$ cat config.mk
export PLATFORM = sky130hd
export DESIGN_NAME = keyed_doubly_linked_queue_unit
export DESIGN_NICKNAME = d
export VERILOG_FILES = /design/src/sv/kdlq_pkg.sv /design/src/sv/keyed_doubly_linked_queue_unit.sv /design/src/sv/kdlq_front.sv /design/src/sv/kdlq_back.sv
export SDC_FILE = /design/constraint.sdc
export NUM_CORES = 2
export LEC_CHECK = 0
export ABC_CLOCK_PERIOD_IN_PS = 12950
export CORE_MARGIN = 4
export CORE_UTILIZATION = 45
export CTS_BUF_LIST = sky130_fd_sc_hd__clkbuf_4
export CTS_CLUSTER_DIAMETER = 50
export DETAILED_ROUTE_END_ITERATION = 10
export DONT_BUFFER_PORTS = 1
export GPL_TIMING_DRIVEN = 0
export PLACE_DENSITY_LB_ADDON = 0.1
export SYNTH_ARGS = -nofsm -noshare
export SYNTH_HDL_FRONTEND = slang
export SYNTH_SLANG_ARGS = --single-unit
export TNS_END_PERCENT = 10
$ cat constraint.sdc
create_clock -name clk -period 12.95 [get_ports clk]
set_input_delay 0.6475 -clock clk [delete_from_list [all_inputs] [get_ports clk]]
set_output_delay 0.6475 -clock clk [all_outputs]
set_load 0.05 [all_outputs]
$ cat src/sv/kdlq_pkg.sv
`timescale 1ns / 1ps
// ----------------------------------------------------------------------------
// kdlq_pkg
// shared types and constants of the keyed doubly linked queue unit
// ----------------------------------------------------------------------------
package kdlq_pkg;

	localparam int KDLQ_POOL_DEPTH  = 16;
	localparam int KDLQ_MAX_RESULTS = 16;
	localparam int KDLQ_FIFO_DEPTH  = 4;

	localparam int REQ_W  = 4;
	localparam int KEY_W  = 37;
	localparam int ACCT_W = 31;
	localparam int AGY_W  = 16;
	localparam int SVC_W  = 2;
	localparam int ST_W   = 3;
	localparam int QC_W   = 5;
	localparam int TOT_W  = 16;
	localparam int FL_W   = 2;

	localparam int IN_DATA_W  = 128;
	localparam int OUT_DATA_W = 200;

	// request codes on the input kind field
	localparam logic [REQ_W-1:0] REQ_INS_HEAD  = 4'd0;
	localparam logic [REQ_W-1:0] REQ_INS_TAIL  = 4'd1;
	localparam logic [REQ_W-1:0] REQ_INS_AFTER = 4'd2;
	localparam logic [REQ_W-1:0] REQ_RM_HEAD   = 4'd3;
	localparam logic [REQ_W-1:0] REQ_RM_TAIL   = 4'd4;
	localparam logic [REQ_W-1:0] REQ_RM_KEY    = 4'd5;
	localparam logic [REQ_W-1:0] REQ_FIND      = 4'd6;
	localparam logic [REQ_W-1:0] REQ_NEIGHBOUR = 4'd7;
	localparam logic [REQ_W-1:0] REQ_WALK_FWD  = 4'd8;
	localparam logic [REQ_W-1:0] REQ_WALK_BACK = 4'd9;
	localparam logic [REQ_W-1:0] REQ_WALK_TYPE = 4'd10;

	typedef enum logic [3:0] {
		OP_INS_HEAD,
		OP_INS_TAIL,
		OP_INS_AFTER,
		OP_RM_HEAD,
		OP_RM_TAIL,
		OP_RM_KEY,
		OP_FIND,
		OP_NEIGHBOUR,
		OP_WALK_FWD,
		OP_WALK_BACK,
		OP_WALK_TYPE,
		OP_NONE
	} op_t;

	typedef enum logic [ST_W-1:0] {
		STAT_OK,
		STAT_FULL,
		STAT_EMPTY,
		STAT_DUP,
		STAT_NOT_FOUND
	} status_t;

	typedef enum logic [4:0] {
		S_IDLE,
		S_DISPATCH,
		S_SRCH_GO,
		S_SRCH,
		S_RD_GO,
		S_RD,
		S_UNLINK,
		S_INS1,
		S_INS2,
		S_NB_P,
		S_NB_PG,
		S_NB_N,
		S_NB_NG,
		S_WALK_GO,
		S_WALK,
		S_EMIT
	} state_t;

	typedef enum logic [2:0] {
		PH_ANCHOR,
		PH_DUP,
		PH_RMKEY,
		PH_FIND,
		PH_NB
	} phase_t;

	typedef struct packed {
		op_t               op;
		logic [KEY_W-1:0]  key;
		logic [KEY_W-1:0]  anchor;
		logic [ACCT_W-1:0] acct;
		logic [AGY_W-1:0]  agy;
		logic [SVC_W-1:0]  svc;
	} req_t;

endpackage

$ cat src/sv/keyed_doubly_linked_queue_unit.sv
`timescale 1ns / 1ps
// ----------------------------------------------------------------------------
// keyed_doubly_linked_queue_unit
// keyed queue of linked slots with insert, remove, lookup and walk requests
// ----------------------------------------------------------------------------
// Requests enter a four-item queue and are executed one at a time by a list
// engine that reads one slot per cycle from its slot memories, unless a walk
// waits on the output register. Find, neighbour and remove by key search the
// list for the key, insert at head or tail searches it for a duplicate key
// and insert-after searches first for the anchor and then for a duplicate.
// Walks emit up to sixteen result items, the last one marked with tlast.
// Result items leave through an output register, so a walk keeps going while
// the previous item waits on m_tready, until it has another matching entry
// to hand on.
// ----------------------------------------------------------------------------
module keyed_doubly_linked_queue_unit #(
	parameter int POOL_DEPTH = kdlq_pkg::KDLQ_POOL_DEPTH
) (
	input  logic                            clk,
	input  logic                            arst_n,
	input  logic                            s_tvalid,
	output logic                            s_tready,
	// entry_key, anchor_key, account_number, agency_code, service_kind
	input  logic [kdlq_pkg::IN_DATA_W-1:0]  s_tdata,
	// req_type
	input  logic [kdlq_pkg::REQ_W-1:0]      s_tuser,
	output logic                            m_tvalid,
	input  logic                            m_tready,
	// out_key, out_account, out_agency, out_service, prev_key, following_key,
	// neighbour_flags, queue_count, served_total, added_total
	output logic [kdlq_pkg::OUT_DATA_W-1:0] m_tdata,
	// status
	output logic [kdlq_pkg::ST_W-1:0]       m_tuser,
	output logic                            m_tlast
);
	import kdlq_pkg::*;

	logic req_valid;
	req_t req;
	logic req_pop;

	kdlq_front u_front (
		.clk      (clk),
		.arst_n   (arst_n),
		.s_tvalid (s_tvalid),
		.s_tready (s_tready),
		.s_tdata  (s_tdata),
		.s_tuser  (s_tuser),
		.req_valid(req_valid),
		.req      (req),
		.req_pop  (req_pop)
	);

	kdlq_back #(
		.POOL_DEPTH(POOL_DEPTH)
	) u_back (
		.clk      (clk),
		.arst_n   (arst_n),
		.req_valid(req_valid),
		.req      (req),
		.req_pop  (req_pop),
		.m_tvalid (m_tvalid),
		.m_tready (m_tready),
		.m_tdata  (m_tdata),
		.m_tuser  (m_tuser),
		.m_tlast  (m_tlast)
	);

endmodule

$ cat src/sv/kdlq_front.sv
`timescale 1ns / 1ps
// ----------------------------------------------------------------------------
// kdlq_front
// accepts request items, decodes the request kind and queues them
// ----------------------------------------------------------------------------
module kdlq_front (
	input  logic                          clk,
	input  logic                          arst_n,
	input  logic                          s_tvalid,
	output logic                          s_tready,
	// entry_key, anchor_key, account_number, agency_code, service_kind
	input  logic [kdlq_pkg::IN_DATA_W-1:0] s_tdata,
	// req_type
	input  logic [kdlq_pkg::REQ_W-1:0]     s_tuser,
	output logic                          req_valid,
	output kdlq_pkg::req_t                req,
	input  logic                          req_pop
);
	import kdlq_pkg::*;

	localparam int PW = $clog2(KDLQ_FIFO_DEPTH);

	req_t            fifo_mem [KDLQ_FIFO_DEPTH];
	logic [PW-1:0]   wr_ptr_q;
	logic [PW-1:0]   rd_ptr_q;
	logic [PW:0]     fill_q;
	req_t            in_item;
	logic            push;
	logic            pop;

	always_comb begin
		in_item.key    = s_tdata[36:0];
		in_item.anchor = s_tdata[73:37];
		in_item.acct   = s_tdata[104:74];
		in_item.agy    = s_tdata[120:105];
		in_item.svc    = s_tdata[122:121];
		case (s_tuser)
			REQ_INS_HEAD:  in_item.op = OP_INS_HEAD;
			REQ_INS_TAIL:  in_item.op = OP_INS_TAIL;
			REQ_INS_AFTER: in_item.op = OP_INS_AFTER;
			REQ_RM_HEAD:   in_item.op = OP_RM_HEAD;
			REQ_RM_TAIL:   in_item.op = OP_RM_TAIL;
			REQ_RM_KEY:    in_item.op = OP_RM_KEY;
			REQ_FIND:      in_item.op = OP_FIND;
			REQ_NEIGHBOUR: in_item.op = OP_NEIGHBOUR;
			REQ_WALK_FWD:  in_item.op = OP_WALK_FWD;
			REQ_WALK_BACK: in_item.op = OP_WALK_BACK;
			REQ_WALK_TYPE: in_item.op = OP_WALK_TYPE;
			default:       in_item.op = OP_NONE;
		endcase
	end

	assign s_tready  = (fill_q != (PW+1)'(KDLQ_FIFO_DEPTH));
	assign push      = s_tvalid & s_tready;
	assign req_valid = (fill_q != '0);
	assign pop       = req_pop & req_valid;
	assign req       = fifo_mem[rd_ptr_q];

	always_ff @(posedge clk) begin
		if (push) begin
			fifo_mem[wr_ptr_q] <= in_item;
		end
	end

	always_ff @(posedge clk or negedge arst_n) begin
		if (!arst_n) begin
			wr_ptr_q <= '0;
			rd_ptr_q <= '0;
			fill_q   <= '0;
		end else begin
			if (push) begin
				wr_ptr_q <= wr_ptr_q + 1'b1;
			end
			if (pop) begin
				rd_ptr_q <= rd_ptr_q + 1'b1;
			end
			if (push && !pop) begin
				fill_q <= fill_q + 1'b1;
			end else if (pop && !push) begin
				fill_q <= fill_q - 1'b1;
			end
		end
	end

endmodule

$ cat src/sv/kdlq_back.sv
`timescale 1ns / 1ps
// ----------------------------------------------------------------------------
// kdlq_back
// list engine: slot memories, link walker, updates and result register
// ----------------------------------------------------------------------------
module kdlq_back #(
	parameter int POOL_DEPTH = kdlq_pkg::KDLQ_POOL_DEPTH
) (
	input  logic                            clk,
	input  logic                            arst_n,
	input  logic                            req_valid,
	input  kdlq_pkg::req_t                  req,
	output logic                            req_pop,
	output logic                            m_tvalid,
	input  logic                            m_tready,
	// out_key, out_account, out_agency, out_service, prev_key, following_key,
	// neighbour_flags, queue_count, served_total, added_total
	output logic [kdlq_pkg::OUT_DATA_W-1:0] m_tdata,
	// status
	output logic [kdlq_pkg::ST_W-1:0]       m_tuser,
	output logic                            m_tlast
);
	import kdlq_pkg::*;

	localparam int IW = $clog2(POOL_DEPTH);
	localparam int LW = IW + 1;
	localparam int CW = $clog2(POOL_DEPTH + 1);
	localparam int NW = $clog2(KDLQ_MAX_RESULTS + 1);
	localparam logic [LW-1:0] NIL = {1'b1, {IW{1'b0}}};

	// slot memories
	logic [KEY_W-1:0]  key_mem  [POOL_DEPTH];
	logic [ACCT_W-1:0] acct_mem [POOL_DEPTH];
	logic [AGY_W-1:0]  agy_mem  [POOL_DEPTH];
	logic [SVC_W-1:0]  svc_mem  [POOL_DEPTH];
	logic [LW-1:0]     prev_mem [POOL_DEPTH];
	logic [LW-1:0]     next_mem [POOL_DEPTH];

	logic [KEY_W-1:0]  rd_key_q;
	logic [ACCT_W-1:0] rd_acct_q;
	logic [AGY_W-1:0]  rd_agy_q;
	logic [SVC_W-1:0]  rd_svc_q;
	logic [LW-1:0]     rd_prev_q;
	logic [LW-1:0]     rd_next_q;

	logic [IW-1:0] rd_addr;
	logic          ent_we;
	logic [IW-1:0] ent_wa;
	logic          prev_we;
	logic [IW-1:0] prev_wa;
	logic [LW-1:0] prev_wd;
	logic          next_we;
	logic [IW-1:0] next_wa;
	logic [LW-1:0] next_wd;

	state_t state_q, state_d;
	phase_t phase_q, phase_d;
	req_t   rq_q, rq_d;

	logic [LW-1:0]       cur_q, cur_d;
	logic [CW-1:0]       steps_q, steps_d;
	logic [NW-1:0]       nres_q, nres_d;
	status_t             st_q, st_d;
	logic [KEY_W-1:0]    ekey_q, ekey_d;
	logic [ACCT_W-1:0]   eacct_q, eacct_d;
	logic [AGY_W-1:0]    eagy_q, eagy_d;
	logic [SVC_W-1:0]    esvc_q, esvc_d;
	logic [LW-1:0]       eprev_q, eprev_d;
	logic [LW-1:0]       enext_q, enext_d;
	logic [KEY_W-1:0]    pk_q, pk_d;
	logic [KEY_W-1:0]    fk_q, fk_d;
	logic [FL_W-1:0]     fl_q, fl_d;
	logic                pend_q, pend_d;
	logic [LW-1:0]       slot_q, slot_d;
	logic [LW-1:0]       anc_q, anc_d;
	logic [LW-1:0]       ancnx_q, ancnx_d;
	logic [LW-1:0]       head_q, head_d;
	logic [LW-1:0]       tail_q, tail_d;
	logic [CW-1:0]       cnt_q, cnt_d;
	logic [TOT_W-1:0]    srv_q, srv_d;
	logic [TOT_W-1:0]    add_q, add_d;
	logic [POOL_DEPTH-1:0] used_q, used_d;

	logic                ov_q, ov_d;
	status_t             ost_q, ost_d;
	logic [KEY_W-1:0]    okey_q, okey_d;
	logic [ACCT_W-1:0]   oacct_q, oacct_d;
	logic [AGY_W-1:0]    oagy_q, oagy_d;
	logic [SVC_W-1:0]    osvc_q, osvc_d;
	logic [KEY_W-1:0]    opk_q, opk_d;
	logic [KEY_W-1:0]    ofk_q, ofk_d;
	logic [FL_W-1:0]     ofl_q, ofl_d;
	logic [QC_W-1:0]     oqc_q, oqc_d;
	logic [TOT_W-1:0]    osrv_q, osrv_d;
	logic [TOT_W-1:0]    oadd_q, oadd_d;
	logic                olast_q, olast_d;

	logic             can_emit;
	logic             is_empty;
	logic             srch_hit;
	logic             srch_miss;
	logic [KEY_W-1:0] target;
	logic [LW-1:0]    free_idx;
	logic             w_match;
	logic [LW-1:0]    w_next;
	logic [NW-1:0]    w_nres;
	logic             w_end;

	function automatic logic [LW-1:0] lowest_free(input logic [POOL_DEPTH-1:0] u);
		logic [LW-1:0] r;
		r = NIL;
		for (int i = POOL_DEPTH - 1; i >= 0; i--) begin
			if (!u[i]) begin
				r = LW'(i);
			end
		end
		return r;
	endfunction

	assign can_emit = !ov_q || m_tready;
	assign is_empty = (cnt_q == '0) || head_q[IW];
	assign target   = (phase_q == PH_ANCHOR) ? rq_q.anchor : rq_q.key;
	assign free_idx = lowest_free(used_q);
	assign w_match  = (rq_q.op != OP_WALK_TYPE) || (rd_svc_q == rq_q.svc);
	assign w_next   = (rq_q.op == OP_WALK_BACK) ? rd_prev_q : rd_next_q;
	assign w_nres   = nres_q + NW'(w_match);
	assign w_end    = w_next[IW] || (steps_q == CW'(POOL_DEPTH - 1)) ||
	                  (w_nres >= NW'(KDLQ_MAX_RESULTS));

	always_comb begin
		state_d = state_q;
		phase_d = phase_q;
		rq_d    = rq_q;
		cur_d   = cur_q;
		steps_d = steps_q;
		nres_d  = nres_q;
		st_d    = st_q;
		ekey_d  = ekey_q;
		eacct_d = eacct_q;
		eagy_d  = eagy_q;
		esvc_d  = esvc_q;
		eprev_d = eprev_q;
		enext_d = enext_q;
		pk_d    = pk_q;
		fk_d    = fk_q;
		fl_d    = fl_q;
		pend_d  = pend_q;
		slot_d  = slot_q;
		anc_d   = anc_q;
		ancnx_d = ancnx_q;
		head_d  = head_q;
		tail_d  = tail_q;
		cnt_d   = cnt_q;
		srv_d   = srv_q;
		add_d   = add_q;
		used_d  = used_q;
		ov_d    = ov_q && !m_tready;
		ost_d   = ost_q;
		okey_d  = okey_q;
		oacct_d = oacct_q;
		oagy_d  = oagy_q;
		osvc_d  = osvc_q;
		opk_d   = opk_q;
		ofk_d   = ofk_q;
		ofl_d   = ofl_q;
		oqc_d   = oqc_q;
		osrv_d  = osrv_q;
		oadd_d  = oadd_q;
		olast_d = olast_q;
		req_pop = 1'b0;
		rd_addr = cur_q[IW-1:0];
		ent_we  = 1'b0;
		ent_wa  = slot_q[IW-1:0];
		prev_we = 1'b0;
		prev_wa = slot_q[IW-1:0];
		prev_wd = NIL;
		next_we = 1'b0;
		next_wa = slot_q[IW-1:0];
		next_wd = NIL;
		srch_hit  = 1'b0;
		srch_miss = 1'b0;

		case (state_q)
			S_IDLE: begin
				if (req_valid) begin
					req_pop = 1'b1;
					rq_d    = req;
					state_d = S_DISPATCH;
				end
			end
			S_DISPATCH: begin
				ekey_d  = '0;
				eacct_d = '0;
				eagy_d  = '0;
				esvc_d  = '0;
				pk_d    = '0;
				fk_d    = '0;
				fl_d    = '0;
				pend_d  = 1'b0;
				nres_d  = '0;
				steps_d = '0;
				cur_d   = head_q;
				st_d    = STAT_OK;
				case (rq_q.op)
					OP_INS_HEAD, OP_INS_TAIL, OP_INS_AFTER: begin
						if (cnt_q >= CW'(POOL_DEPTH)) begin
							st_d    = STAT_FULL;
							state_d = S_EMIT;
						end else begin
							phase_d = (rq_q.op == OP_INS_AFTER) ? PH_ANCHOR : PH_DUP;
							state_d = S_SRCH_GO;
						end
					end
					OP_RM_HEAD, OP_RM_TAIL: begin
						if (is_empty) begin
							st_d    = STAT_EMPTY;
							state_d = S_EMIT;
						end else begin
							slot_d  = (rq_q.op == OP_RM_HEAD) ? head_q : tail_q;
							state_d = S_RD_GO;
						end
					end
					OP_RM_KEY, OP_FIND: begin
						if (is_empty) begin
							st_d    = STAT_EMPTY;
							state_d = S_EMIT;
						end else begin
							phase_d = (rq_q.op == OP_RM_KEY) ? PH_RMKEY : PH_FIND;
							state_d = S_SRCH_GO;
						end
					end
					OP_NEIGHBOUR: begin
						phase_d = PH_NB;
						state_d = S_SRCH_GO;
					end
					OP_WALK_FWD, OP_WALK_BACK, OP_WALK_TYPE: begin
						if (is_empty) begin
							st_d    = STAT_EMPTY;
							state_d = S_EMIT;
						end else begin
							cur_d   = (rq_q.op == OP_WALK_BACK) ? tail_q : head_q;
							state_d = S_WALK_GO;
						end
					end
					default: begin
						state_d = S_EMIT;
					end
				endcase
			end
			S_SRCH_GO: begin
				if (cur_q[IW]) begin
					srch_miss = 1'b1;
				end else begin
					state_d = S_SRCH;
				end
			end
			S_SRCH: begin
				if (used_q[cur_q[IW-1:0]] && rd_key_q == target) begin
					srch_hit = 1'b1;
				end else if (rd_next_q[IW] || steps_q == CW'(POOL_DEPTH - 1)) begin
					srch_miss = 1'b1;
				end else begin
					cur_d   = rd_next_q;
					steps_d = steps_q + 1'b1;
					rd_addr = rd_next_q[IW-1:0];
				end
			end
			S_RD_GO: begin
				rd_addr = slot_q[IW-1:0];
				state_d = S_RD;
			end
			S_RD: begin
				ekey_d  = rd_key_q;
				eacct_d = rd_acct_q;
				eagy_d  = rd_agy_q;
				esvc_d  = rd_svc_q;
				eprev_d = rd_prev_q;
				enext_d = rd_next_q;
				state_d = S_UNLINK;
			end
			S_UNLINK: begin
				if (!enext_q[IW]) begin
					prev_we = 1'b1;
					prev_wa = enext_q[IW-1:0];
					prev_wd = eprev_q;
				end else begin
					tail_d = eprev_q;
				end
				if (!eprev_q[IW]) begin
					next_we = 1'b1;
					next_wa = eprev_q[IW-1:0];
					next_wd = enext_q;
				end else begin
					head_d = enext_q;
				end
				used_d[slot_q[IW-1:0]] = 1'b0;
				if (cnt_q != '0) begin
					cnt_d = cnt_q - 1'b1;
				end
				if (srv_q != '1) begin
					srv_d = srv_q + 1'b1;
				end
				st_d    = STAT_OK;
				state_d = S_EMIT;
			end
			S_INS1: begin
				ent_we  = 1'b1;
				prev_we = 1'b1;
				next_we = 1'b1;
				used_d[slot_q[IW-1:0]] = 1'b1;
				cnt_d   = cnt_q + 1'b1;
				if (add_q != '1) begin
					add_d = add_q + 1'b1;
				end
				ekey_d  = rq_q.key;
				eacct_d = rq_q.acct;
				eagy_d  = rq_q.agy;
				esvc_d  = rq_q.svc;
				st_d    = STAT_OK;
				state_d = S_INS2;
				if (head_q[IW]) begin
					head_d  = slot_q;
					tail_d  = slot_q;
					state_d = S_EMIT;
				end else begin
					case (rq_q.op)
						OP_INS_HEAD: begin
							next_wd = head_q;
							anc_d   = head_q;
							head_d  = slot_q;
						end
						OP_INS_TAIL: begin
							prev_wd = tail_q;
							anc_d   = tail_q;
							tail_d  = slot_q;
						end
						default: begin
							prev_wd = anc_q;
							next_wd = ancnx_q;
							if (ancnx_q[IW]) begin
								tail_d = slot_q;
							end
						end
					endcase
				end
			end
			S_INS2: begin
				case (rq_q.op)
					OP_INS_HEAD: begin
						prev_we = 1'b1;
						prev_wa = anc_q[IW-1:0];
						prev_wd = slot_q;
					end
					OP_INS_TAIL: begin
						next_we = 1'b1;
						next_wa = anc_q[IW-1:0];
						next_wd = slot_q;
					end
					default: begin
						next_we = 1'b1;
						next_wa = anc_q[IW-1:0];
						next_wd = slot_q;
						if (!ancnx_q[IW]) begin
							prev_we = 1'b1;
							prev_wa = ancnx_q[IW-1:0];
							prev_wd = slot_q;
						end
					end
				endcase
				state_d = S_EMIT;
			end
			S_NB_P: begin
				if (eprev_q[IW]) begin
					state_d = S_NB_N;
				end else begin
					rd_addr = eprev_q[IW-1:0];
					state_d = S_NB_PG;
				end
			end
			S_NB_PG: begin
				pk_d    = rd_key_q;
				fl_d[0] = 1'b1;
				state_d = S_NB_N;
			end
			S_NB_N: begin
				if (enext_q[IW]) begin
					state_d = S_EMIT;
				end else begin
					rd_addr = enext_q[IW-1:0];
					state_d = S_NB_NG;
				end
			end
			S_NB_NG: begin
				fk_d    = rd_key_q;
				fl_d[1] = 1'b1;
				state_d = S_EMIT;
			end
			S_WALK_GO: begin
				state_d = S_WALK;
			end
			S_WALK: begin
				if (!(w_match && pend_q && !can_emit)) begin
					if (w_match) begin
						if (pend_q) begin
							ov_d    = 1'b1;
							ost_d   = STAT_OK;
							okey_d  = ekey_q;
							oacct_d = eacct_q;
							oagy_d  = eagy_q;
							osvc_d  = esvc_q;
							opk_d   = '0;
							ofk_d   = '0;
							ofl_d   = '0;
							oqc_d   = QC_W'(cnt_q);
							osrv_d  = srv_q;
							oadd_d  = add_q;
							olast_d = 1'b0;
						end
						ekey_d  = rd_key_q;
						eacct_d = rd_acct_q;
						eagy_d  = rd_agy_q;
						esvc_d  = rd_svc_q;
						pend_d  = 1'b1;
					end
					nres_d  = w_nres;
					steps_d = steps_q + 1'b1;
					if (w_end) begin
						st_d    = (w_match || pend_q) ? STAT_OK : STAT_NOT_FOUND;
						state_d = S_EMIT;
					end else begin
						cur_d   = w_next;
						rd_addr = w_next[IW-1:0];
					end
				end
			end
			S_EMIT: begin
				if (can_emit) begin
					ov_d    = 1'b1;
					ost_d   = st_q;
					okey_d  = (st_q == STAT_OK) ? ekey_q : '0;
					oacct_d = (st_q == STAT_OK) ? eacct_q : '0;
					oagy_d  = (st_q == STAT_OK) ? eagy_q : '0;
					osvc_d  = (st_q == STAT_OK) ? esvc_q : '0;
					opk_d   = pk_q;
					ofk_d   = fk_q;
					ofl_d   = fl_q;
					oqc_d   = QC_W'(cnt_q);
					osrv_d  = srv_q;
					oadd_d  = add_q;
					olast_d = 1'b1;
					state_d = S_IDLE;
				end
			end
			default: begin
				state_d = S_IDLE;
			end
		endcase

		if (srch_hit || srch_miss) begin
			case (phase_q)
				PH_ANCHOR: begin
					if (srch_miss) begin
						st_d    = STAT_NOT_FOUND;
						state_d = S_EMIT;
					end else begin
						anc_d   = cur_q;
						ancnx_d = rd_next_q;
						phase_d = PH_DUP;
						cur_d   = head_q;
						steps_d = '0;
						state_d = S_SRCH_GO;
					end
				end
				PH_DUP: begin
					if (srch_hit) begin
						st_d    = STAT_DUP;
						state_d = S_EMIT;
					end else if (free_idx[IW]) begin
						st_d    = STAT_FULL;
						state_d = S_EMIT;
					end else begin
						slot_d  = free_idx;
						state_d = S_INS1;
					end
				end
				default: begin
					if (srch_miss) begin
						st_d    = STAT_NOT_FOUND;
						state_d = S_EMIT;
					end else begin
						ekey_d  = rd_key_q;
						eacct_d = rd_acct_q;
						eagy_d  = rd_agy_q;
						esvc_d  = rd_svc_q;
						eprev_d = rd_prev_q;
						enext_d = rd_next_q;
						slot_d  = cur_q;
						st_d    = STAT_OK;
						if (phase_q == PH_RMKEY) begin
							state_d = S_UNLINK;
						end else if (phase_q == PH_NB) begin
							state_d = S_NB_P;
						end else begin
							state_d = S_EMIT;
						end
					end
				end
			endcase
		end
	end

	always_ff @(posedge clk) begin
		if (ent_we) begin
			key_mem[ent_wa]  <= rq_q.key;
			acct_mem[ent_wa] <= rq_q.acct;
			agy_mem[ent_wa]  <= rq_q.agy;
			svc_mem[ent_wa]  <= rq_q.svc;
		end
		if (prev_we) begin
			prev_mem[prev_wa] <= prev_wd;
		end
		if (next_we) begin
			next_mem[next_wa] <= next_wd;
		end
		rd_key_q  <= key_mem[rd_addr];
		rd_acct_q <= acct_mem[rd_addr];
		rd_agy_q  <= agy_mem[rd_addr];
		rd_svc_q  <= svc_mem[rd_addr];
		rd_prev_q <= prev_mem[rd_addr];
		rd_next_q <= next_mem[rd_addr];
	end

	always_ff @(posedge clk) begin
		rq_q    <= rq_d;
		cur_q   <= cur_d;
		steps_q <= steps_d;
		nres_q  <= nres_d;
		st_q    <= st_d;
		ekey_q  <= ekey_d;
		eacct_q <= eacct_d;
		eagy_q  <= eagy_d;
		esvc_q  <= esvc_d;
		eprev_q <= eprev_d;
		enext_q <= enext_d;
		pk_q    <= pk_d;
		fk_q    <= fk_d;
		fl_q    <= fl_d;
		pend_q  <= pend_d;
		slot_q  <= slot_d;
		anc_q   <= anc_d;
		ancnx_q <= ancnx_d;
		ost_q   <= ost_d;
		okey_q  <= okey_d;
		oacct_q <= oacct_d;
		oagy_q  <= oagy_d;
		osvc_q  <= osvc_d;
		opk_q   <= opk_d;
		ofk_q   <= ofk_d;
		ofl_q   <= ofl_d;
		oqc_q   <= oqc_d;
		osrv_q  <= osrv_d;
		oadd_q  <= oadd_d;
		olast_q <= olast_d;
	end

	always_ff @(posedge clk or negedge arst_n) begin
		if (!arst_n) begin
			state_q <= S_IDLE;
			phase_q <= PH_DUP;
			head_q  <= NIL;
			tail_q  <= NIL;
			cnt_q   <= '0;
			srv_q   <= '0;
			add_q   <= '0;
			used_q  <= '0;
			ov_q    <= 1'b0;
		end else begin
			state_q <= state_d;
			phase_q <= phase_d;
			head_q  <= head_d;
			tail_q  <= tail_d;
			cnt_q   <= cnt_d;
			srv_q   <= srv_d;
			add_q   <= add_d;
			used_q  <= used_d;
			ov_q    <= ov_d;
		end
	end

	assign m_tvalid = ov_q;
	assign m_tuser  = ost_q;
	assign m_tlast  = olast_q;
	assign m_tdata  = {1'b0, oadd_q, osrv_q, oqc_q, ofl_q, ofk_q, opk_q,
	                   osvc_q, oagy_q, oacct_q, okey_q};

	a_cnt_range: assert property (@(posedge clk) disable iff (!arst_n)
		cnt_q <= CW'(POOL_DEPTH))
		else $error("entry count above pool depth");

	a_cnt_used: assert property (@(posedge clk) disable iff (!arst_n)
		$countones(used_q) == int'(cnt_q))
		else $error("entry count differs from used slots");

	a_head_cnt: assert property (@(posedge clk) disable iff (!arst_n)
		head_q[IW] == (cnt_q == '0))
		else $error("head pointer and entry count disagree");

	a_head_tail: assert property (@(posedge clk) disable iff (!arst_n)
		head_q[IW] == tail_q[IW])
		else $error("head and tail null state disagree");

endmodule

==> flow_metrics.tcl <==
set metrics [dict create \
    rows 176 \
    powerDensity_mw_per_mm2 262 \
    drt_iter0_markers 5731 \
    rsz0062_at_grt "false" \
    netlist.area_leader.share 0.711 \
    drive_gt1_frac 0.213 \
    synth.distinct_cells 79 \
    buffer_ports.inserted 0 \
    synth_seq_cells 2754 \
    pin_count 342 \
    status "finished, final reports clean" \
    crit_family "compound AO/OA/AOI/OAI gates" \
    cts.sinks 2754 \
    hp-start "s_tvalid" \
    routed_wl_um 306000 \
    postSynthAreaPerCell_um2 17.8 \
    antenna_found_initial 25 \
    regArea_mm2 0.0802 \
    wl_per_cell_um 29.1 \
    multi_input_area_mm2 0.0224 \
    grt_max_degree 76 \
    synthCells 5824 \
    finalSetupViolCount 0 \
    synth_area_leaders "edfxtp_1 (71%), mux2i_1 (7.7%), dfxtp_1 (4.1%)" \
    startpoint_type "register" \
    gr-usage-met1 0.350 \
    cap_violations 0 \
    grt_overflow_total 0 \
    synth_edf_count 2461 \
    cts_htree_levels 6 \
    cts-root-buf "clkbuf_4" \
    r2r-end "u_back.rd_agy_q[0]" \
    r2r_start "u_back.rq_q[0]" \
    period_minus_slack_ns 7.86 \
    post_cts_resize_count 0 \
    hold_class "in2reg" \
    finalClockSkew_ns 0.138 \
    cp_max_fo 18 \
    routabilityCongestion 0.911 \
    drt_pass1_iterations 8 \
    route.detailed.drc 0 \
    core_mm2 0.230 \
    maxSlewHeadroom 0.0796 \
    path_cells "xor2_1, o211ai_1, ha_1, ha_1, nand3_1, xnor2_1, a2111oi_2, o21ai_1, a32oi_1, o2111ai_1, o32a_1, nand3_1, clkbuf_1, buf_2, o22ai_1, or4_1" \
    fin_crit_sh 0.607 \
    placed_cells 8946 \
    clk_pin_slew_worst_paths_ns 0.07 \
    synthArstFlopShare 0.0283 \
    area_growth_pct 17.5 \
    yosys_warnings 0 \
    nNetsFinal 7059 \
    ff2ff_setup_slack_ns 5.09 \
    cp.required_ns 14.20 \
    min_to "u_front.wr_ptr_q[0]" \
    clk_path_buf_depth 4 \
    syn_area_mm2 0.104 \
    vdd_drop_max_mv 0.164 \
    grt_pass1_vias 59700 \
    cp_slowest_cell "a2111oi_2" \
    path_class "reg2reg" \
    yosys.area.top_type "edfxtp_1" \
    postLayoutCoreUtil 0.531 \
    hpwlAfterDp_um 203000 \
    ant_nets 0 \
    worstMarginPinSlew_ns 1.38 \
    grt_use_met3 0.0511 \
    layout.cells.non_filler 10500 \
    slew_viol_final 0 \
    worst_skew_pair.late_latency_ns 1.46 \
    fp.dieH_um 489 \
    synthesis.nets 5976 \
    fin_ws_ns 5.09 \
    ys_dominant_reg_cell "edfxtp_1" \
    nFillCells 18900 \
    busiest_layer "met2" \
    via_per_inst 5.66 \
    use_met2 0.408 \
    total_power_mw 32.0 \
    crit_path_end_kind "register" \
    cpPeakStageDelay_ns 0.96 \
    cts_tree "done" \
    grt_pass1_wl_um 432000 \
    vias 59400 \
    start_util 0.452 \
    r2r_cells 16 \
    cp.buffers_inverters 2 \
    leakagePower_nw 42.3 \
    numCtsBuffers 723 \
    fp.dieW_um 489 \
    die-area_mm2 0.239 \
    grt_usage 0.253 \
    worst_ep_arrival_time_ns 9.11 \
    min_path_cells 3 \
    fmax_mhz 127 \
    ys_seq_area_frac 0.771 \
    hold_viol_final 0 \
    place_ws_ns 5.26 \
]
cells by family (layout without fill, tap and decap cells):
| kind of cell | Yosys count | count (layout) | share of synthesized area |
|---|---|---|---|
| xor+xnor | 77 | 77 | 0.00649 |
| fa+ha+maj | 16 | 16 | 0.00207 |
| mux | 947 | 947 | 0.107 |
| buf+inv | 366 | 2007 | 0.0148 |
| simple gates | 815 | 815 | 0.0433 |
| compound gates | 848 | 848 | 0.0549 |
| flops | 2754 | 2754 | 0.771 |
| other cells | 1 | 12 | 0.0000361 |
stage by stage:
| stage | instance area (um^2) | setup TNS, ns | hold WS (ns) |
|---|---|---|---|
| 5_1_grt | 122000 | 0 | 0.218 |
| 4_1_cts | 122000 | 0 | 0.117 |
| 3_5_place_dp | 110000 | 0 | 0.358 |
| 6_report | 122000 | 0 | 0.321 |
| 3_3_place_gp | 108000 | -983.51 | 0.357 |
| 2_1_floorplan | 104000 | 0 | 0.352 |
cell type report:
cell class                      instances  share of cell area
Antenna cell                           11            0.000225
Buffer                                316              0.0111
Clock buffer                         1144              0.0703
Clock inverter                        139             0.00758
Inverter                               50             0.00154
Multi-Input combinational cell       2704               0.184
Sequential cell                      2754               0.656
Tap cell                             3026              0.0310
Timing Repair Buffer                  358              0.0386
what timing repair did:
item / CTS / global route
hold buffers: 262 / 0
buffers inserted: 0 / 0
endpoints found under the hold margin: 778 / 0
synthesized netlist by cell type (70+ instances only):
library cell	number
a21oi_1	74
a22oi_1	92
and2_1	127
buf_2	88
clkbuf_1	183
dfrtp_1	75
dfxtp_1	215
edfxtp_1	2461
mux2i_1	800
mux4_2	131
nand2_1	130
nor2_1	146
nor2b_1	116
o21ai_0	70
o22ai_1	406
o2bb2ai_1	88
or4_1	97
cell usage in the layout, fill, tap and decap left out, types with 17 or more instances in the layout:
cell type / netlist / routed
a21oi_1: 74 / 74
a22oi_1: 92 / 92
a31oi_1: 21 / 21
and2_1: 127 / 127
buf_1: 36 / 35
buf_12: 0 / 70
buf_16: 0 / 24
buf_2: 88 / 89
clkbuf_1: 183 / 178
clkbuf_4: 0 / 1144
clkinv_1: 1 / 91
dfrtp_1: 75 / 75
dfxtp_1: 215 / 215
dlygate4sd3_1: 0 / 260
edfxtp_1: 2461 / 2461
inv_1: 48 / 48
mux2i_1: 800 / 800
mux4_2: 131 / 131
nand2_1: 130 / 130
nand2b_1: 18 / 18
nand3_1: 31 / 31
nor2_1: 146 / 129
nor2_4: 0 / 17
nor2b_1: 116 / 115
nor3_1: 49 / 49
nor4_1: 25 / 24
o21ai_0: 70 / 68
o22ai_1: 406 / 406
o2bb2ai_1: 88 / 88
or4_1: 97 / 97
xnor2_1: 48 / 48
xor2_1: 29 / 29
worst max-delay path by stage:
stage	start	to	slack (ns)	cells after the start
floorplan	u_back.rq_q[1]	u_back.m_tlast	2.41	4
global placement	u_back.rq_q[0]	u_back.oacct_q[8]	-4.52	4
detailed placement	u_back.rq_q[0]	u_back.rd_agy_q[0]	5.26	15
CTS	u_back.rq_q[0]	u_back.rd_agy_q[0]	5.17	16
global route	u_back.rq_q[0]	u_back.rd_agy_q[0]	4.82	16
finish	u_back.rq_q[0]	u_back.rd_agy_q[0]	5.09	16
flip-flops by register name, indices dropped and copies added, names as in the netlist, 31 cells and up, named ones only:
| signal | cells |
|---|---|
| u_back.prev_mem | 80 |
| u_front.fifo_mem | 508 |
| u_back.rq_q | 127 |
| u_back.fk_q | 37 |
| u_back.agy_mem | 256 |
| u_back.rd_key_q | 37 |
| u_back.svc_mem | 32 |
| u_back.opk_q | 37 |
| u_back.eacct_q | 31 |
| u_back.ofk_q | 37 |
| u_back.key_mem | 592 |
| u_back.okey_q | 37 |
| u_back.next_mem | 80 |
| u_back.ekey_q | 37 |
| u_back.pk_q | 37 |
| u_back.oacct_q | 31 |
| u_back.acct_mem | 496 |
| u_back.rd_acct_q | 31 |
routing by layer:
layer	share of wire	vias up
met2	0.48	2516
met3	0.073	439
met1	0.42	30500
li1	-	26000
met4	0.022	0
met5	0	-
worst min-delay path, stage by stage:
cell           delay, ns
dlygate4sd3_1       0.60
and2_0              0.26
xnor2_1             0.16
report_power, final:
group	total, mW	switching (mW)	internal, mW
Combinational	11.4	7.37	4.06
Clock	7.74	3.50	4.23
Sequential	12.8	1.54	11.2
No activity file was read; power rests on OpenSTA's default activity.
